### src/rtl/spq_pkg.sv
`timescale 1ns / 1ps

package spq_pkg;

    localparam int DEPTH_DEFAULT = 16;
    localparam int VALUE_W       = 32;
    localparam int RANK_W        = 16;
    localparam int OCC_W         = 5;

    localparam logic [VALUE_W-1:0] EMPTY_VALUE = '1;  // -1 on empty remove

    typedef enum logic [1:0] {
        ST_OK    = 2'd0,
        ST_EMPTY = 2'd1,
        ST_FULL  = 2'd2
    } status_t;

    typedef enum logic {
        MODE_INSERT = 1'b0,
        MODE_REMOVE = 1'b1
    } mode_t;

    typedef struct packed {
        mode_t                      mode;
        logic signed [VALUE_W-1:0]  item_value;
        logic signed [RANK_W-1:0]   rank;
    } in_item_t;

    typedef struct packed {
        status_t                    status;
        logic signed [VALUE_W-1:0]  out_value;
        logic [OCC_W-1:0]           occupancy;
    } out_item_t;

    // broadcast to every cell of the chain
    typedef struct packed {
        logic                       ins;
        logic                       rem;
        logic signed [VALUE_W-1:0]  value;
        logic signed [RANK_W-1:0]   rank;
    } cell_cmd_t;

endpackage

### src/rtl/spq_cell.sv
`timescale 1ns / 1ps

module spq_cell
(
    input  logic                               clk,
    input  spq_pkg::cell_cmd_t                 cmd,
    input  logic                               occupied,
    input  logic                               left_place,
    input  logic signed [spq_pkg::VALUE_W-1:0] left_value,
    input  logic signed [spq_pkg::RANK_W-1:0]  left_rank,
    input  logic signed [spq_pkg::VALUE_W-1:0] right_value,
    input  logic signed [spq_pkg::RANK_W-1:0]  right_rank,
    output logic                               place,
    output logic signed [spq_pkg::VALUE_W-1:0] value,
    output logic signed [spq_pkg::RANK_W-1:0]  rank
);

    logic signed [spq_pkg::VALUE_W-1:0] value_reg;
    logic signed [spq_pkg::VALUE_W-1:0] value_next;
    logic signed [spq_pkg::RANK_W-1:0]  rank_reg;
    logic signed [spq_pkg::RANK_W-1:0]  rank_next;

    // new entry lands at the first slot that is free or holds a strictly larger rank
    assign place = !occupied || (rank_reg > cmd.rank);

    always_comb
    begin
        value_next = value_reg;
        rank_next  = rank_reg;
        priority if (cmd.rem)
        begin
            value_next = right_value;
            rank_next  = right_rank;
        end
        else if (cmd.ins && left_place)
        begin
            // shift right behind the insertion point
            value_next = left_value;
            rank_next  = left_rank;
        end
        else if (cmd.ins && place)
        begin
            value_next = cmd.value;
            rank_next  = cmd.rank;
        end
        else
        begin
            value_next = value_reg;
            rank_next  = rank_reg;
        end
    end

    always_ff @(posedge clk)
    begin
        value_reg <= value_next;
        rank_reg  <= rank_next;
    end

    assign value = value_reg;
    assign rank  = rank_reg;

endmodule

### src/rtl/stable_priority_queue_top.sv
`timescale 1ns / 1ps
// A transfer accepted at one edge shows its result, with done high, in the next cycle.
// One request per cycle; busy stays low, every cell compares and shifts in parallel.
// The receiver cannot stall: each result is on the ports for exactly one cycle.
// Reset (rst_n low, asynchronous) empties the queue and clears done; no clearing pass,
// entry storage is only read below the count.

module stable_priority_queue_top
#(
    parameter int DEPTH = spq_pkg::DEPTH_DEFAULT
)
(
    input  logic                clk,
    input  logic                rst_n,
    input  logic                start,
    output logic                busy,
    input  spq_pkg::in_item_t   in_item,
    output logic                done,
    output spq_pkg::out_item_t  result
);

    localparam int CNT_W = $clog2(DEPTH + 1);

    logic [CNT_W-1:0]   count_reg;
    logic [CNT_W-1:0]   count_next;
    logic               done_reg;
    spq_pkg::out_item_t result_reg;
    spq_pkg::out_item_t result_next;

    logic               accept;
    logic               full;
    logic               empty;
    spq_pkg::cell_cmd_t cmd;

    logic                               cell_place [DEPTH];
    logic signed [spq_pkg::VALUE_W-1:0] cell_value [DEPTH];
    logic signed [spq_pkg::RANK_W-1:0]  cell_rank  [DEPTH];

    assign busy   = 1'b0;
    assign accept = start && !busy;
    assign full   = (count_reg == CNT_W'(DEPTH));
    assign empty  = (count_reg == '0);

    always_comb
    begin
        cmd.ins   = accept && (in_item.mode == spq_pkg::MODE_INSERT) && !full;
        cmd.rem   = accept && (in_item.mode == spq_pkg::MODE_REMOVE) && !empty;
        cmd.value = in_item.item_value;
        cmd.rank  = in_item.rank;
    end

    genvar gi;
    generate
        for (gi = 0; gi < DEPTH; gi++)
        begin : g_cell
            logic                               lp;
            logic signed [spq_pkg::VALUE_W-1:0] lv;
            logic signed [spq_pkg::RANK_W-1:0]  lr;
            logic signed [spq_pkg::VALUE_W-1:0] rv;
            logic signed [spq_pkg::RANK_W-1:0]  rr;

            if (gi == 0)
            begin : g_first
                assign lp = 1'b0;
                assign lv = '0;
                assign lr = '0;
            end
            else
            begin : g_mid
                assign lp = cell_place[gi-1];
                assign lv = cell_value[gi-1];
                assign lr = cell_rank[gi-1];
            end

            if (gi == DEPTH - 1)
            begin : g_last
                assign rv = '0;
                assign rr = '0;
            end
            else
            begin : g_body
                assign rv = cell_value[gi+1];
                assign rr = cell_rank[gi+1];
            end

            spq_cell u_cell
            (
                .clk         (clk),
                .cmd         (cmd),
                .occupied    (CNT_W'(gi) < count_reg),
                .left_place  (lp),
                .left_value  (lv),
                .left_rank   (lr),
                .right_value (rv),
                .right_rank  (rr),
                .place       (cell_place[gi]),
                .value       (cell_value[gi]),
                .rank        (cell_rank[gi])
            );
        end
    endgenerate

    always_comb
    begin
        count_next  = count_reg;
        result_next = result_reg;
        if (accept)
        begin
            unique case (in_item.mode)
                spq_pkg::MODE_INSERT:
                begin
                    result_next.out_value = '0;
                    if (full)
                    begin
                        result_next.status = spq_pkg::ST_FULL;
                    end
                    else
                    begin
                        result_next.status = spq_pkg::ST_OK;
                        count_next         = count_reg + 1'b1;
                    end
                end
                spq_pkg::MODE_REMOVE:
                begin
                    if (empty)
                    begin
                        result_next.status    = spq_pkg::ST_EMPTY;
                        result_next.out_value = spq_pkg::EMPTY_VALUE;
                    end
                    else
                    begin
                        result_next.status    = spq_pkg::ST_OK;
                        result_next.out_value = cell_value[0];
                        count_next            = count_reg - 1'b1;
                    end
                end
                default:
                begin
                    result_next = result_reg;
                end
            endcase
            result_next.occupancy = spq_pkg::OCC_W'(count_next);
        end
    end

    always_ff @(posedge clk or negedge rst_n)
    begin
        if (!rst_n)
        begin
            count_reg <= '0;
            done_reg  <= 1'b0;
        end
        else
        begin
            count_reg <= count_next;
            done_reg  <= accept;
        end
    end

    always_ff @(posedge clk)
    begin
        result_reg <= result_next;
    end

    assign done   = done_reg;
    assign result = result_reg;

    a_count_bound: assert property (@(posedge clk) disable iff (!rst_n)
        count_reg <= CNT_W'(DEPTH))
        else $error("count exceeds depth");

    a_done_follows_transfer: assert property (@(posedge clk) disable iff (!rst_n)
        accept |=> done)
        else $error("result strobe missing after transfer");

    a_empty_reports_zero: assert property (@(posedge clk) disable iff (!rst_n)
        (done && result.status == spq_pkg::ST_EMPTY) |-> (result.occupancy == '0))
        else $error("empty remove with nonzero occupancy");

    a_remove_decrements: assert property (@(posedge clk) disable iff (!rst_n)
        cmd.rem |=> (count_reg == CNT_W'($past(count_reg) - 1'b1)))
        else $error("remove did not decrement count");

    a_head_sorted: assert property (@(posedge clk) disable iff (!rst_n)
        (count_reg >= CNT_W'(2)) |-> (cell_rank[0] <= cell_rank[1]))
        else $error("head entries out of rank order");

endmodule

### config.mk
export PLATFORM = sky130hd
export DESIGN_NAME = stable_priority_queue_top
export DESIGN_NICKNAME = d
export VERILOG_FILES = /design/src/rtl/spq_pkg.sv /design/src/rtl/spq_cell.sv /design/src/rtl/stable_priority_queue_top.sv
export SDC_FILE = /design/constraint.sdc
export NUM_CORES = 2
export LEC_CHECK = 0
export BUFFER_PORTS_ARGS = -buffer_cell sky130_fd_sc_hd__buf_2
export CORE_ASPECT_RATIO = 0.75
export CORE_MARGIN = 1
export CORE_UTILIZATION = 57
export DETAILED_ROUTE_END_ITERATION = 8
export MAX_ROUTING_LAYER = met4
export PLACE_DENSITY = 0.76
export SETUP_SLACK_MARGIN = 0.4
export SLEW_MARGIN = 10
export SYNTH_ARGS = -nofsm -noshare
export SYNTH_HDL_FRONTEND = slang
export SYNTH_SLANG_ARGS = --single-unit
### constraint.sdc
create_clock -name clk -period 4.4 [get_ports clk]
set_input_delay 0.22 -clock clk [delete_from_list [all_inputs] [get_ports clk]]
set_output_delay 0.22 -clock clk [all_outputs]
set_load 0.01 [all_outputs]
==> reports/metrics.csv <==
metric,value,unit
clk_latency,0.67,ns
cap_violations,0,
grt_pass1_vias,33100,
synth_common_cells,"edfxtp_1 (759), nand2_1 (576), mux2i_1 (574)",
numCtsBuffers,84,
final_area,0.0509,sq mm
fin_nets,4613,
yosys.area_share.simple,10.4,%
synth_flop_cell,edfxtp_1,
async_reset_ff_share,0.738,%
viasPerCell,6.63,
root_buffer,clkbuf_16,
fp.dieH,249,microns
first_iter_violations,5284,
status,"complete, no violations",
drive_gt1_share,9.24,%
route.final.wire_length,140000,microns
cts_tree,yes,
synth.distinct_cells,84,
synth_compound_area_share,14.7,%
finalHoldViolations,0,
worstPathArrival,4.23,ns
htree_levels,3,
num_rows,90,
gp_congestion,1.01,
place_area,0.0481,sq mm
period_needed,3.84,ns
p_leak,0.0200,uW
highest_layer,met4,
crit_path_end_kind,flop,
yosysSeqAreaShare,51.5,%
vdd_ir_drop_max,0.535,mV
fillCellCount,6206,
pre_cts_ws,0.394,ns
pin_count,93,
skew,0.0342,ns
muxShareOfSynthArea,12.5,%
start_util,57.7,%
fp.dieW,332,microns
min_period_over_period,87.3,%
final_cell_count_no_fill,5432,
clk_path_buf_depth,3,
synth_top_area_share,49.1,%
finalWorstSetupSlack,0.559,ns
area_growth,9.54,%
yosysMostFrequentCell,edfxtp_1,
start_kind,flop,
final.setup.tns,0,ns
max_clock_freq,260,MHz
largest_reg_flops,512,
hpwl,89400,microns
cp_max_fo,18,
power.density,660,mW/mm^2
netlist_instances,4368,
netlist_area,0.0465,sq mm
tightest_slew,1.16,ns
worst_ep_required_time,4.78,ns
drv_slew,0,
grt_max_degree,187,
die_area,0.0827,sq mm
grt_overflow,0,
post-route-util,63.2,%
post_cts_buffers,0,
vias,36000,
grt_pass1_wl,209000,microns
ant_nets,0,
firstDrtPassIters,6,
synth.area.top_cells,"edfxtp_1 (49%), mux2i_1 (12%), ha_1 (7.0%)",
synth_top_area_cell,edfxtp_1,
antenna_found_initial,3,
synth_nets,4679,
cts.reportedPaths.clkPinSlew,0.07,ns
setup.worst_path.class,flop to flop,
port_buffers,91,
cts_num_sinks,813,
setup_viol,0,
max-slew-margin-rel,22.9,%
drc_errors,0,
synth_top_family_by_area,compound AO/OA/AOI/OAI gates,
yosys.area_share.adder,6.98,%
hp-class,primary input to flop,
yosys_warnings,0,
ys_seq_elements,813,
grt_use_total,34.2,%
wl_met3,19200,microns
grt_setup_unrepaired,no,
synthXorXnorAreaFrac,0.0754,%
wl_met1,61700,microns
wl_met2,55800,microns
place_inst,5272,
core,0.0805,sq mm
synth.avg_cell_area,10.6,sq um
synth_enable_flop_cells,759,
wl_per_cell,25.7,microns
[what timing repair did]
item | in CTS | in global routing
endpoints found under the setup margin | 0 | 96
resized for setup | 0 | 2
hold buffers | 2 | 0
endpoints found under the hold margin | 6 | 0
[cell families after synthesis]
group / Yosys count
compound gates: 1177
simple gates: 1134
flops: 813
mux: 579
buf+inv: 401
fa+ha+maj: 259
xor+xnor: 4
other cells: 1
[power breakdown]
group / internal [uW] / switching (uW)
clock network: 4060 / 3190
registers: 12700 / 2280
logic: 3950 / 7400
[per-stage QoR]
stage	hold slack [ns]	power, uW
finish	0.0449	33600
global route	0.0500	35000
CTS	0.0197	33200
detailed placement	0.0931	25900
global placement	0.0876	25600
floorplan	-0.0756	21500
[placed cells by master, fill, tap and decap left out, types with 8 or more instances in the layout]
| cell type | Yosys | routed |
|---|---|---|
| ha_1 | 259 | 253 |
| buf_12 | 0 | 26 |
| nand2b_1 | 8 | 8 |
| nor3_1 | 10 | 10 |
| a31oi_1 | 54 | 53 |
| edfxtp_1 | 759 | 759 |
| buf_2 | 58 | 91 |
| inv_6 | 0 | 9 |
| mux2i_1 | 574 | 574 |
| clkinv_2 | 0 | 17 |
| o21ai_1 | 98 | 98 |
| clkbuf_1 | 229 | 20 |
| o21ai_0 | 307 | 307 |
| a211oi_1 | 12 | 12 |
| nand3_1 | 89 | 80 |
| a22oi_1 | 98 | 98 |
| nand2_1 | 576 | 573 |
| buf_4 | 28 | 78 |
| nand4_1 | 45 | 45 |
| inv_1 | 51 | 36 |
| dfxtp_1 | 48 | 48 |
| a21o_1 | 20 | 20 |
| nor2b_1 | 17 | 16 |
| a21oi_2 | 10 | 10 |
| clkinv_1 | 0 | 11 |
| o211ai_1 | 70 | 70 |
| nor4_1 | 13 | 13 |
| clkbuf_16 | 0 | 86 |
| o21a_1 | 38 | 38 |
| nor2_1 | 319 | 318 |
| or3_1 | 13 | 10 |
| a21oi_1 | 413 | 410 |
[critical path, cell delays in order, from the launching register on]
cell and delay (ns):
edfxtp_1 0.49, ha_1 0.41, nand4_1 0.26, nor4_1 0.43, a21boi_0 0.38, nor4_1 0.11, and3b_4 0.70, buf_4 0.35
mux2i_1 0.30, a21oi_1 0.11
[layer usage]
layer  vias to the layer above  track usage (%)
li1                      16200                -
met1                     17300             51.6
met2                      2366             44.6
met3                       201             9.67
met4                         0             8.25
met5                         -                -
[area by class of cell]
class                   instances  area (sq um)  share of cell area (%)
inverters                      51           234                   0.460
clock inverters                44           444                   0.873
clock buffers                 111          2300                    4.51
multi-input cells            3154         21100                    41.4
diodes                          3          7.51                  0.0148
well taps                    1058          1320                    2.60
repair buffers                198          1590                    3.13
flip-flops and latches        813         23900                    47.0
[worst paths after layout]
path	start	to	slack, ns	depth (start not counted)
max	g_cell[7].u_cell.rank[15]	g_cell[8].u_cell.value[7]	0.56	9
min	in_item[23]	g_cell[15].u_cell.value[7]	0.04	3
max reg2reg	g_cell[7].u_cell.rank[15]	g_cell[8].u_cell.value[7]	0.56	9
min reg2reg	g_cell[15].u_cell.value[13]	g_cell[15].u_cell.value[13]	0.46	2
max in group asynchronous	rst_n	done	3.33	3
min in group asynchronous	rst_n	count_reg[1]	0.67	3
Power figures use the tool's default switching activity.
